===== src/sv/lsce_pkg.sv =====
// shared types and codes for the load state control engine
package lsce_pkg;

   typedef enum logic [1:0] {
      LS_UNLOADED = 2'd0,
      LS_LOADED   = 2'd1,
      LS_LOADING  = 2'd2,
      LS_ERROR    = 2'd3
   } load_state_type;

   typedef enum logic [1:0] {
      REGION_NONE   = 2'd0,
      REGION_EEPROM = 2'd1,
      REGION_RAM    = 2'd2
   } region_type;

   localparam logic [7:0] CTL_NONE     = 8'd0;
   localparam logic [7:0] CTL_LOAD     = 8'd1;
   localparam logic [7:0] CTL_COMPLETE = 8'd2;
   localparam logic [7:0] CTL_DATA     = 8'd3;
   localparam logic [7:0] CTL_UNLOAD   = 8'd4;

   localparam logic [7:0] SEG_TABLE    = 8'd2;
   localparam logic [7:0] SEG_POINTERS = 8'd5;
   localparam logic [7:0] SEG_LAST     = 8'd5;

   localparam logic [1:0] OBJ_APPLICATION = 2'd3;

   localparam int         CSR_ADDR_W = 5;
   localparam logic [2:0] REG_OBJECT_KIND  = 3'd0;
   localparam logic [2:0] REG_EEPROM_START = 3'd1;
   localparam logic [2:0] REG_EEPROM_END   = 3'd2;
   localparam logic [2:0] REG_RAM_START    = 3'd3;
   localparam logic [2:0] REG_RAM_END      = 3'd4;

   localparam logic [15:0] EEPROM_START_RST = 16'd256;
   localparam logic [15:0] EEPROM_END_RST   = 16'd1280;
   localparam logic [15:0] RAM_START_RST    = 16'd0;
   localparam logic [15:0] RAM_END_RST      = 16'd256;

   typedef struct packed {
      logic [1:0]  object_kind;
      logic [15:0] eeprom_start;
      logic [15:0] eeprom_end;
      logic [15:0] ram_start;
      logic [15:0] ram_end;
   } cfg_type;

   typedef struct packed {
      logic [7:0] control_code;
      logic [7:0] segment_type;
      logic [7:0] rec_byte2;
      logic [7:0] rec_byte3;
      logic [7:0] rec_byte4;
      logic [7:0] rec_byte5;
      logic [7:0] rec_byte6;
      logic [7:0] rec_byte7;
      logic [7:0] rec_byte8;
      logic [7:0] rec_byte9;
   } rec_type;

   typedef struct packed {
      load_state_type reply_state;
      logic [15:0]    table_address_out;
      region_type     table_region;
      logic [15:0]    table_offset;
      logic [7:0]     pei_type_out;
      logic [15:0]    manufacturer_out;
      logic [15:0]    device_type_out;
      logic [7:0]     version_out;
      logic [15:0]    segment0_out;
      logic [15:0]    segment1_out;
   } result_type;

endpackage


===== src/sv/lsce_csr.sv =====
// apb register file for object kind and memory windows
module lsce_csr (
   input  logic                            clock,
   input  logic                            reset,
   input  logic                            psel,
   input  logic                            penable,
   input  logic                            pwrite,
   input  logic [lsce_pkg::CSR_ADDR_W-1:0] paddr,
   input  logic [31:0]                     pwdata,
   output logic [31:0]                     prdata,
   output logic                            pready,
   output lsce_pkg::cfg_type               cfg
);
   import lsce_pkg::*;

   cfg_type    cfg_ff;
   logic       wr_en;
   logic [2:0] reg_index;

   assign pready    = 1'b1;
   assign reg_index = paddr[CSR_ADDR_W-1:2];
   assign wr_en     = psel && penable && pwrite;
   assign cfg       = cfg_ff;

   always_ff @(posedge clock) begin
      if (reset) begin
         cfg_ff.object_kind  <= 2'd0;
         cfg_ff.eeprom_start <= EEPROM_START_RST;
         cfg_ff.eeprom_end   <= EEPROM_END_RST;
         cfg_ff.ram_start    <= RAM_START_RST;
         cfg_ff.ram_end      <= RAM_END_RST;
      end else if (wr_en) begin
         case (reg_index)
            REG_OBJECT_KIND:  cfg_ff.object_kind  <= pwdata[1:0];
            REG_EEPROM_START: cfg_ff.eeprom_start <= pwdata[15:0];
            REG_EEPROM_END:   cfg_ff.eeprom_end   <= pwdata[15:0];
            REG_RAM_START:    cfg_ff.ram_start    <= pwdata[15:0];
            REG_RAM_END:      cfg_ff.ram_end      <= pwdata[15:0];
            default: ;
         endcase
      end
   end

   always_comb begin
      case (reg_index)
         REG_OBJECT_KIND:  prdata = {30'd0, cfg_ff.object_kind};
         REG_EEPROM_START: prdata = {16'd0, cfg_ff.eeprom_start};
         REG_EEPROM_END:   prdata = {16'd0, cfg_ff.eeprom_end};
         REG_RAM_START:    prdata = {16'd0, cfg_ff.ram_start};
         REG_RAM_END:      prdata = {16'd0, cfg_ff.ram_end};
         default:          prdata = 32'd0;
      endcase
   end

endmodule


===== src/sv/lsce_region.sv =====
// maps a table address onto the eeprom or ram window and its offset
module lsce_region (
   input  logic [15:0]          table_address,
   input  lsce_pkg::cfg_type    cfg,
   output lsce_pkg::region_type region,
   output logic [15:0]          offset
);
   import lsce_pkg::*;

   logic in_eeprom;
   logic in_ram;

   // an empty or inverted window never matches
   assign in_eeprom = (table_address >= cfg.eeprom_start) && (table_address < cfg.eeprom_end);
   assign in_ram    = (table_address >= cfg.ram_start) && (table_address < cfg.ram_end);

   always_comb begin
      if (in_eeprom) begin
         region = REGION_EEPROM;
         offset = table_address - cfg.eeprom_start;
      end else if (in_ram) begin
         region = REGION_RAM;
         offset = table_address - cfg.ram_start;
      end else begin
         region = REGION_NONE;
         offset = 16'd0;
      end
   end

endmodule


===== src/sv/lsce_core.sv =====
// load state and stored identity words, updated once per record
module lsce_core (
   input  logic                 clock,
   input  logic                 reset,
   input  logic                 step,
   input  lsce_pkg::cfg_type    cfg,
   input  lsce_pkg::rec_type    rec,
   output lsce_pkg::result_type result
);
   import lsce_pkg::*;

   load_state_type ls_ff, ls_in;
   logic [15:0]    ta_ff, ta_in;
   logic [7:0]     pei_ff, pei_in;
   logic [15:0]    mfr_ff, mfr_in;
   logic [15:0]    dev_ff, dev_in;
   logic [7:0]     ver_ff, ver_in;
   logic [15:0]    seg0_ff, seg0_in;
   logic [15:0]    seg1_ff, seg1_in;
   logic           bad_segment;
   logic [15:0]    pointer_table;
   region_type     region;
   logic [15:0]    offset;

   assign bad_segment   = (rec.control_code == CTL_DATA) && (rec.segment_type > SEG_LAST);
   assign pointer_table = {rec.rec_byte4, rec.rec_byte5};

   // next state
   always_comb begin
      ls_in   = ls_ff;
      ta_in   = ta_ff;
      pei_in  = pei_ff;
      mfr_in  = mfr_ff;
      dev_in  = dev_ff;
      ver_in  = ver_ff;
      seg0_in = seg0_ff;
      seg1_in = seg1_ff;
      case (rec.control_code)
         CTL_NONE, CTL_UNLOAD: ls_in = LS_UNLOADED;
         CTL_LOAD:             ls_in = LS_LOADING;
         CTL_COMPLETE:         ls_in = LS_LOADED;
         CTL_DATA: begin
            if (!bad_segment) begin
               ls_in = LS_LOADING;
               if (rec.segment_type == SEG_TABLE) begin
                  ta_in = {rec.rec_byte2, rec.rec_byte3};
                  if (cfg.object_kind == OBJ_APPLICATION) begin
                     pei_in = rec.rec_byte4;
                     mfr_in = {rec.rec_byte5, rec.rec_byte6};
                     dev_in = {rec.rec_byte7, rec.rec_byte8};
                     ver_in = rec.rec_byte9;
                  end
               end else if (rec.segment_type == SEG_POINTERS) begin
                  // a zero table word leaves the table address alone
                  if (pointer_table != 16'd0) begin
                     ta_in = pointer_table;
                  end
                  seg0_in = {rec.rec_byte6, rec.rec_byte7};
                  seg1_in = {rec.rec_byte8, rec.rec_byte9};
               end
            end
         end
         default: ;
      endcase
   end

   always_ff @(posedge clock) begin
      if (reset) begin
         ls_ff   <= LS_UNLOADED;
         ta_ff   <= 16'd0;
         pei_ff  <= 8'd0;
         mfr_ff  <= 16'd0;
         dev_ff  <= 16'd0;
         ver_ff  <= 8'd0;
         seg0_ff <= 16'd0;
         seg1_ff <= 16'd0;
      end else if (step) begin
         ls_ff   <= ls_in;
         ta_ff   <= ta_in;
         pei_ff  <= pei_in;
         mfr_ff  <= mfr_in;
         dev_ff  <= dev_in;
         ver_ff  <= ver_in;
         seg0_ff <= seg0_in;
         seg1_ff <= seg1_in;
      end
   end

   lsce_region u_region (
      .table_address (ta_in),
      .cfg           (cfg),
      .region        (region),
      .offset        (offset)
   );

   // result word
   always_comb begin
      result.reply_state       = bad_segment ? LS_ERROR : ls_in;
      result.table_address_out = ta_in;
      result.table_region      = region;
      result.table_offset      = offset;
      result.pei_type_out      = pei_in;
      result.manufacturer_out  = mfr_in;
      result.device_type_out   = dev_in;
      result.version_out       = ver_in;
      result.segment0_out      = seg0_in;
      result.segment1_out      = seg1_in;
   end

endmodule


===== src/sv/load_state_control_engine.sv =====
// top level: input register, state update, result register, apb registers
//
//  port group   dir   handshake            carries
//  req_*        in    req_valid/req_ready  control code, segment type, record bytes 2..9
//  rsp_*        out   rsp_valid/rsp_ready  reply state, table address/region/offset, ids
//  apb          in    psel/penable/pready  object kind and the two memory windows
//
// one word per cycle while the result is taken; a word is captured in the input
// register and then moves on to the result register.
// the state update and window compare sit between the two registers.
// reset clears the load state, stored words, valid flags and apb registers to their defaults.
// a stalled result holds the input register; a new word still enters while
// the result waits only if the input register is free.
module load_state_control_engine (
   input  logic        clock,
   input  logic        reset,
   input  logic        req_valid,
   output logic        req_ready,
   input  logic [7:0]  req_control_code,
   input  logic [7:0]  req_segment_type,
   input  logic [7:0]  req_rec_byte2,
   input  logic [7:0]  req_rec_byte3,
   input  logic [7:0]  req_rec_byte4,
   input  logic [7:0]  req_rec_byte5,
   input  logic [7:0]  req_rec_byte6,
   input  logic [7:0]  req_rec_byte7,
   input  logic [7:0]  req_rec_byte8,
   input  logic [7:0]  req_rec_byte9,
   output logic        rsp_valid,
   input  logic        rsp_ready,
   output logic [1:0]  rsp_reply_state,
   output logic [15:0] rsp_table_address_out,
   output logic [1:0]  rsp_table_region,
   output logic [15:0] rsp_table_offset,
   output logic [7:0]  rsp_pei_type_out,
   output logic [15:0] rsp_manufacturer_out,
   output logic [15:0] rsp_device_type_out,
   output logic [7:0]  rsp_version_out,
   output logic [15:0] rsp_segment0_out,
   output logic [15:0] rsp_segment1_out,
   input  logic        psel,
   input  logic        penable,
   input  logic        pwrite,
   input  logic [4:0]  paddr,
   input  logic [31:0] pwdata,
   output logic [31:0] prdata,
   output logic        pready
);
   import lsce_pkg::*;

   logic       in_valid_ff;
   rec_type    rec_ff;
   logic       out_valid_ff;
   result_type res_ff;
   result_type res_in;
   cfg_type    cfg;
   logic       advance;
   logic       req_take;

   lsce_csr u_csr (
      .clock   (clock),
      .reset   (reset),
      .psel    (psel),
      .penable (penable),
      .pwrite  (pwrite),
      .paddr   (paddr),
      .pwdata  (pwdata),
      .prdata  (prdata),
      .pready  (pready),
      .cfg     (cfg)
   );

   // word moves to the result register when that register is empty or draining
   assign advance   = in_valid_ff && (!out_valid_ff || rsp_ready);
   assign req_ready = !in_valid_ff || advance;
   assign req_take  = req_valid && req_ready;

   always_ff @(posedge clock) begin
      if (reset) begin
         in_valid_ff <= 1'b0;
      end else if (req_ready) begin
         in_valid_ff <= req_valid;
      end
   end

   always_ff @(posedge clock) begin
      if (req_take) begin
         rec_ff.control_code <= req_control_code;
         rec_ff.segment_type <= req_segment_type;
         rec_ff.rec_byte2    <= req_rec_byte2;
         rec_ff.rec_byte3    <= req_rec_byte3;
         rec_ff.rec_byte4    <= req_rec_byte4;
         rec_ff.rec_byte5    <= req_rec_byte5;
         rec_ff.rec_byte6    <= req_rec_byte6;
         rec_ff.rec_byte7    <= req_rec_byte7;
         rec_ff.rec_byte8    <= req_rec_byte8;
         rec_ff.rec_byte9    <= req_rec_byte9;
      end
   end

   lsce_core u_core (
      .clock  (clock),
      .reset  (reset),
      .step   (advance),
      .cfg    (cfg),
      .rec    (rec_ff),
      .result (res_in)
   );

   always_ff @(posedge clock) begin
      if (reset) begin
         out_valid_ff <= 1'b0;
      end else if (advance) begin
         out_valid_ff <= 1'b1;
      end else if (rsp_ready) begin
         out_valid_ff <= 1'b0;
      end
   end

   always_ff @(posedge clock) begin
      if (advance) begin
         res_ff <= res_in;
      end
   end

   assign rsp_valid             = out_valid_ff;
   assign rsp_reply_state       = res_ff.reply_state;
   assign rsp_table_address_out = res_ff.table_address_out;
   assign rsp_table_region      = res_ff.table_region;
   assign rsp_table_offset      = res_ff.table_offset;
   assign rsp_pei_type_out      = res_ff.pei_type_out;
   assign rsp_manufacturer_out  = res_ff.manufacturer_out;
   assign rsp_device_type_out   = res_ff.device_type_out;
   assign rsp_version_out       = res_ff.version_out;
   assign rsp_segment0_out      = res_ff.segment0_out;
   assign rsp_segment1_out      = res_ff.segment1_out;

endmodule

===== config.mk =====
export PLATFORM = sky130hd
export DESIGN_NAME = load_state_control_engine
export DESIGN_NICKNAME = d
export VERILOG_FILES = /design/src/sv/lsce_pkg.sv /design/src/sv/lsce_csr.sv /design/src/sv/lsce_region.sv /design/src/sv/lsce_core.sv /design/src/sv/load_state_control_engine.sv
export SDC_FILE = /design/constraint.sdc
export NUM_CORES = 1
export LEC_CHECK = 0
export BUFFER_PORTS_ARGS = -buffer_cell sky130_fd_sc_hd__buf_4
export CORE_MARGIN = 1
export CORE_UTILIZATION = 25
export CTS_CLUSTER_SIZE = 16
export DETAILED_ROUTE_END_ITERATION = 10
export GPL_TIMING_DRIVEN = 0
export SLEW_MARGIN = 10
export SYNTH_ARGS = -nofsm -noshare
export SYNTH_HDL_FRONTEND = slang
export SYNTH_SLANG_ARGS = --single-unit

===== constraint.sdc =====
create_clock -name clock -period 7.2 [get_ports clock]
set_input_delay 1.08 -clock clock [delete_from_list [all_inputs] [get_ports clock]]
set_output_delay 1.08 -clock clock [all_outputs]
set_load 0.02 [all_outputs]

==> reports/qor.yml, run 1 <==
synthXorXnorAreaFrac_pct: 1.073
p_clk_share_pct: 42.5
holdCritPathClass: "flop to flop"
routedWlPerCell_um: 19.66
yosys.area.top_type: "edfxtp_1"
first_iter_violations: 1054
first_pass_iters: 5
combPwrFrac_pct: 9.7
final_max_slew_viol_count: 0
min_path_cells: 2
die_x_um: 257.5
drive_gt1_share_pct: 22.60
cts_buffers: 40
hold_violations: 0
clock-sinks: 362
dp_hpwl_mm: 41.39
antenna_found_initial: 9
area_growth_pct: 26.72
status: "finished, final reports clean"
synth_fa_ha_area_share_pct: 4.998
synth_compound_area_share_pct: 11.05
routed_via_density: 4.609
root_buffer: "clkbuf_16"
fin_worst_skew_ns: 0.02860
cp_slowest_cell: "o21ai_0"
fmax_mhz: 150.0
chipHeight_um: 257.5
grt_util_all_layers_pct: 15.92
slew_headroom_pct: 15.67
synthMuxAreaShare_pct: 7.795
critPathKind: "flop to flop"
finalSetupViolCount: 0
portBuffers: 237
num-nets-final: 2051
reg2reg_depth: 15
vias: 12680
cts_resized: 0
synth_ff_type: "edfxtp_1"
clock_latency_ns: 0.57
fillers: 6580
fin_cells: 2751
first_global_vias: 12560
grt_max_degree: 55
ys_seq_elements: 362
synth_edf_count: 196
cts_setup_buffers: 0
synth-simple-area-share_pct: 14.14
fin_util_pct: 32.09
crit_path_max_fanout: 10
globalRouteOverflowTotal: 0
fin_crit_sh_pct: 92.60
drt_wl_total_mm: 54.08
p_sw_mw: 1.185
synth_area_sq_um: 16320
drt.antenna.violating_nets: 0
leakage_nw: 7.840
dieArea_sq_um: 66320
synth_top_family_by_area: "simple AND/OR/NAND/NOR gates"
start_util_pct: 25.32
vdd_ir_drop_max_mv: 0.1326
layout_common_cells: "buf_4 (263), nand2_1 (247), edfxtp_1 (196), dfxtp_1 (166), nor2_1 (155)"
cp-start-kind: "flop"
io_pins: 275
p_int_mw: 3.668
avgSynthCellArea_sq_um: 10.47
path_cells: "nor3b_1 -> nor2_1 -> a2111o_1 -> buf_2 -> clkbuf_1 -> o21ai_0 -> ha_1 -> o211ai_1 -> a21oi_1 -> o31ai_1 -> a21oi_1 -> a211oi_1 -> a2111oi_4 -> buf_6 -> a22o_1"
end_kind: "flop"
r2r_slack_ns: 0.53
seqPwrFrac_pct: 47.8
ys_async_sr_fraction_pct: 0
yosysSeqAreaShare_pct: 56.42
synth_top_cell_area_share_pct: 36.06
synth_cells: 1559
max_stage_delay_ns: 0.99
ys_warn_count: 0
place_congestion: 0.9007
coreArea_sq_um: 64460
clock_path_buffers: 3
cts_tree: "done"
worstPathArrival_ns: 6.97
max-cap-violations: 0
ys_top_cells_by_area: "edfxtp_1 (36%), dfxtp_1 (20%), nand2_1 (5.7%)"
clkSlewWorstSetupHoldPaths_ns: 0.06
switching_share_pct: 24.43
drc: 0
h-tree-depth: 2
num_rows: 93
cp.required_ns: 7.50
cts_hold_buf: 0
rsz0062_at_grt: "no"
finalCriticalPeriod_ns: 6.667
synth.distinct_cells: 67
dp_cells: 2676
power.density_nw_per_um2: 234.6
grt_pass1_wl_mm: 79.34
layout_commonest_cell: "buf_4"
cp_common_cell: "a21oi_1"
worst_slew_pin_slew_ns: 1.252
[metrics by stage]
stage                     cell area (sq um)  total power [mW]  setup TNS [ns]  setup WS, ns  hold slack, ns
final                                 20680             4.853               0        0.5328          0.4515
after floorplan                       16380             2.614               0         1.766          0.4338
after detailed placement              19360             2.836               0        0.8403          0.4444
after global placement                19230             2.833          -90.39       -0.7576          0.4390
after CTS                             20680             4.906               0        0.8290          0.4527
after global routing                  20680             5.027               0        0.4510          0.4736
[logic make-up after synthesis]
| logic type | after synthesis |
|---|---|
| buf+inv | 169 |
| simple gates | 537 |
| other cells | 2 |
| mux | 117 |
| fa+ha+maj | 64 |
| xor+xnor | 20 |
| flops | 362 |
| compound gates | 288 |
[area by class of cell]
cell class,instances,area (sq um),area share (%)
antenna,2,5.005,0.02420
clock buffer,63,1182,5.716
inverter,77,289.0,1.397
sequential,362,9209,44.52
timing repair buffer,247,1907,9.219
multi-input combinational,1043,6442,31.15
tap,855,1070,5.172
clock inverter,10,135.1,0.6533
buffer,92,445.4,2.153
[routing by layer]
| metal | track usage [%] | routed length (um) |
|---|---|---|
| met2 | 25.62 | 24900 |
| met5 | 0 | 97 |
| met3 | 3.083 | 2817 |
| met1 | 21.25 | 24590 |
| met4 | 5.506 | 1672 |
[power by group through the flow]
stage / clock (mW) / combinational, mW / sequential, mW
2_1_floorplan: 0 / 0.215 / 2.40
3_3_place_gp: 0 / 0.459 / 2.37
3_5_place_dp: 0 / 0.472 / 2.36
4_1_cts: 2.11 / 0.474 / 2.32
5_1_grt: 2.19 / 0.504 / 2.33
6_report: 2.06 / 0.471 / 2.32
[critical path, delay by kind of cell, from the launching register on]
kind                       cells  cell delay [ns]
AOI/OAI and AO/OA              9             3.63
adders and majority gates      1             0.47
buffers and inverters          3             0.68
and+or+nand+nor                2             1.14
DFF                            1             0.46
[final timing paths]
path	endpoint	from
max	rsp_table_offset[5]$_DFFE_PP_	rec_ff[66]$_DFFE_PP_
min	u_core.seg1_ff[9]$_SDFFE_PP0P_	u_core.seg1_ff[9]$_SDFFE_PP0P_
max reg2reg	rsp_table_offset[5]$_DFFE_PP_	rec_ff[66]$_DFFE_PP_
min reg2reg	u_core.seg1_ff[9]$_SDFFE_PP0P_	u_core.seg1_ff[9]$_SDFFE_PP0P_
[cell usage after synthesis (all sizes together), types with 8 or more instances]
| cell type | count |
|---|---|
| a211oi | 12 |
| a21o | 12 |
| a21oi | 127 |
| a22o | 16 |
| a22oi | 14 |
| buf | 34 |
| clkbuf | 58 |
| dfxtp | 166 |
| edfxtp | 196 |
| ha | 62 |
| inv | 77 |
| mux2 | 81 |
| mux2i | 36 |
| nand2 | 247 |
| nand2b | 13 |
| nand4 | 15 |
| nor2 | 155 |
| nor2b | 8 |
| nor3 | 64 |
| nor4 | 8 |
| o211ai | 9 |
| o21a | 8 |
| o21ai | 57 |
| xnor2 | 14 |
[state kept, by name, summed over array words and instances (netlist names), 8 cells and up]
| name | flops |
|---|---|
| rsp_table_address_out | 16 |
| u_core.seg0_ff | 16 |
| rsp_device_type_out | 16 |
| u_core.ta_ff | 16 |
| rsp_table_offset | 16 |
| rsp_segment0_out | 16 |
| u_core.ver_ff | 8 |
| rsp_pei_type_out | 8 |
| u_core.seg1_ff | 16 |
| u_core.mfr_ff | 16 |
| rsp_version_out | 8 |
| u_csr.cfg | 66 |
| rsp_manufacturer_out | 16 |
| rsp_segment1_out | 16 |
| u_core.dev_ff | 16 |
| u_core.pei_ff | 8 |
| rec_ff | 80 |
Note: power is estimated with default switching activity, not from simulation.
==> run 2: changes to the inputs <==
Settings changed: CORE_UTILIZATION 25 to 55, GPL_ROUTABILITY_DRIVEN set to 0, PLACE_DENSITY set to 0.78.
==> run 2 against run 1 <==
The flow now finishes with violations (max-capacitance violations, max-slew violations). Clock skew decreased by 0.016 ns. Combinational power decreased by 3%. Wire length decreased by 15%. Flip-flop and latch count unchanged. Fmax increased by 6.1%. Register-to-register slack improved by 0.39 ns. Clock power decreased by 4%. Design area decreased by 3.3%. Non-clock buffer count decreased by 7. Final cell count decreased by 17%.
==> reports/qor.yml, run 2 (synthesized netlist as in run 1, its figures left out) <==
clock-sinks: 362
placed_area_sq_um: 18720
area_growth_pct: 22.53
worstPathArrival_ns: 6.66
slew_headroom_pct: -2.885
cp.required_ns: 7.58
grt_util_all_layers_pct: 29.82
min_path_cells: 2
grt_max_degree: 60
cts_tree: "done"
grt_pass1_wl_mm: 70.08
first_pass_iters: 6
combPwrFrac_pct: 9.6
hold_path_end: "u_core.seg0_ff[7]$_SDFFE_PP0P_"
stdcell_area_sq_um: 20000
layout_commonest_cell: "buf_4"
fin_crit_sh_pct: 87.24
finalCriticalPeriod_ns: 6.281
cp_top_family: "compound AO/OA/AOI/OAI gates"
drt.antenna.violating_nets: 0
drt_wl_total_mm: 45.73
dp_cells: 2198
switching_share_pct: 23.51
antenna_found_initial: 3
fin_worst_skew_ns: 0.01277
path_cells: "nor4_1 -> nand4_1 -> a2111o_1 -> buf_2 -> clkbuf_1 -> o21ai_0 -> ha_1 -> nand4_1 -> a211oi_1 -> nor3_1 -> o31ai_1 -> o211a_1 -> buf_6 -> a2111oi_4 -> buf_6 -> a32o_1"
largest_reg_flops: 80
routedWlPerCell_um: 20.14
route.top_layer_used: "met4"
clock_latency_ns: 0.53
h-tree-depth: 2
setup_tns_ns: 0
critPathKind: "flop to flop"
crit_path_max_fanout: 10
clock_path_buffers: 3
dieArea_sq_um: 30370
hold_violations: 0
drive_gt1_share_pct: 22.53
fin_cells: 2270
dp_hpwl_mm: 32.96
drc: 0
holdCritPathClass: "flop to flop"
routed_via_density: 5.762
wl_met2_mm: 20.68
p_int_mw: 3.626
seqPwrFrac_pct: 48.9
root_buffer: "clkbuf_16"
power.density_nw_per_um2: 237.0
leakage_nw: 7.785
start_util_pct: 56.41
crit_buf_inv: 4
vias: 13080
totalPowerFinal_mw: 4.741
top_register: "rec_ff"
clkSlewWorstSetupHoldPaths_ns: 0.06
reg2reg_depth: 16
vdd_ir_drop_max_mv: 0.2093
num_rows: 62
cts_setup_buffers: 0
max-cap-violations: 1
max_stage_delay_ns: 1.22
final_max_slew_viol_count: 7
cp_slowest_cell: "o21ai_0"
cp-start-kind: "flop"
status: "finished with violations"
rsz0062_at_grt: "no"
layout_common_cells: "buf_4 (256), nand2_1 (247), edfxtp_1 (196), dfxtp_1 (166), nor2_1 (155)"
first_global_vias: 12560
failed_checks: "max-capacitance violations, max-slew violations"
coreArea_sq_um: 28940
io_pins: 275
finalSetupViolCount: 0
cts_hold_buf: 0
wl_met1_mm: 19.22
worst_slew_pin_slew_ns: 1.527
die_x_um: 174.3
fillers: 2092
wl_met3_mm: 4.169
num-nets-final: 2041
r2r_slack_ns: 0.92
p_sw_mw: 1.115
portBuffers: 237
timing.rr.start: "rec_ff[77]$_DFFE_PP_"
min_from: "u_core.seg0_ff[7]$_SDFFE_PP0P_"
end_kind: "flop"
cts_buffers: 37
r2r-end: "rsp_table_offset[3]$_DFFE_PP_"
fmax_mhz: 159.2
chipHeight_um: 174.3
p_clk_share_pct: 41.5
cts_resized: 0
globalRouteOverflowTotal: 0
first_iter_violations: 1521
[run 2: cell count changes in the layout (fill, tap and decap cells not counted)]
cell / previous run / this run
clkinvlp_4: 0 / 1
buf_4: 263 / 256
o21ai_0: 48 / 53
clkbuf_8: 3 / 8
clkinv_8: 1 / 0
bufinv_16: 2 / 3
clkbuf_2: 1 / 0
clkinv_2: 5 / 6
inv_6: 0 / 2
clkbuf_16: 43 / 38
clkbuf_1: 73 / 63
o21ai_1: 9 / 4
clkinv_1: 1 / 3
diode_2: 2 / 4
[run 2: power by group through the flow]
stage | combinational [mW] | sequential (mW) | clock [mW]
after floorplan | 0.215 | 2.40 | 0
after global placement | 0.433 | 2.37 | 0
after detailed placement | 0.448 | 2.36 | 0
after CTS | 0.453 | 2.32 | 1.98
after global routing | 0.487 | 2.32 | 2.06
final | 0.457 | 2.32 | 1.97
[run 2: cell type report]
type	instances	area, sq um	share of cell area (%)
Multi-Input combinational cell	1043	6442	32.21
Antenna cell	4	10.01	0.05005
Buffer	92	445.4	2.227
Tap cell	384	480.5	2.402
Inverter	77	289.0	1.445
Clock inverter	16	186.4	0.9321
Timing Repair Buffer	240	1854	9.271
Sequential cell	362	9209	46.04
Clock buffer	52	1084	5.418
[run 2: how the worst max path moves through the flow]
stage | from | cells past startpoint | slack [ns] | end
6_report | rec_ff[77]$_DFFE_PP_ | 16 | 0.92 | rsp_table_offset[3]$_DFFE_PP_
5_1_grt | rec_ff[77]$_DFFE_PP_ | 15 | 0.89 | rsp_table_offset[3]$_DFFE_PP_
4_1_cts | rec_ff[77]$_DFFE_PP_ | 15 | 0.89 | rsp_table_offset[3]$_DFFE_PP_
3_5_place_dp | rec_ff[77]$_DFFE_PP_ | 15 | 0.91 | rsp_table_offset[3]$_DFFE_PP_
3_3_place_gp | rsp_ready | 6 | -0.45 | rsp_table_address_out[15]$_DFFE_PP_
2_1_floorplan | rsp_ready | 5 | 1.77 | rsp_device_type_out[0]$_DFFE_PP_
[run 2: per-layer routing]
layer / global-route usage [%] / vias up
met3: 5.752 / 105
met5: 0 / -
met2: 46.28 / 682
met1: 41.26 / 6232
met4: 11.62 / 0
li1: - / 6061
[run 2: per-stage QoR]
stage          hold slack (ns)  utilization [%]  worst slack, ns
2_1_floorplan           0.4338                -            1.766
3_3_place_gp            0.4388            64.42          -0.4534
3_5_place_dp            0.4469            64.70           0.9128
4_1_cts                 0.4551            69.09           0.8905
5_1_grt                 0.4738            69.11           0.8888
6_report                0.4546            69.12           0.9186
[run 2: worst reg2reg max path, stage by stage (launching register included)]
cell and delay [ns]:
edfxtp_1 0.36, nor4_1 0.47, nand4_1 0.46, a2111o_1 0.49
buf_2 0.19, clkbuf_1 0.24, o21ai_0 1.23, ha_1 0.49
nand4_1 0.15, a211oi_1 0.06, nor3_1 0.57, o31ai_1 0.17
o211a_1 0.15, buf_6 0.15, a2111oi_4 0.54, buf_6 0.24
a32o_1 0.18
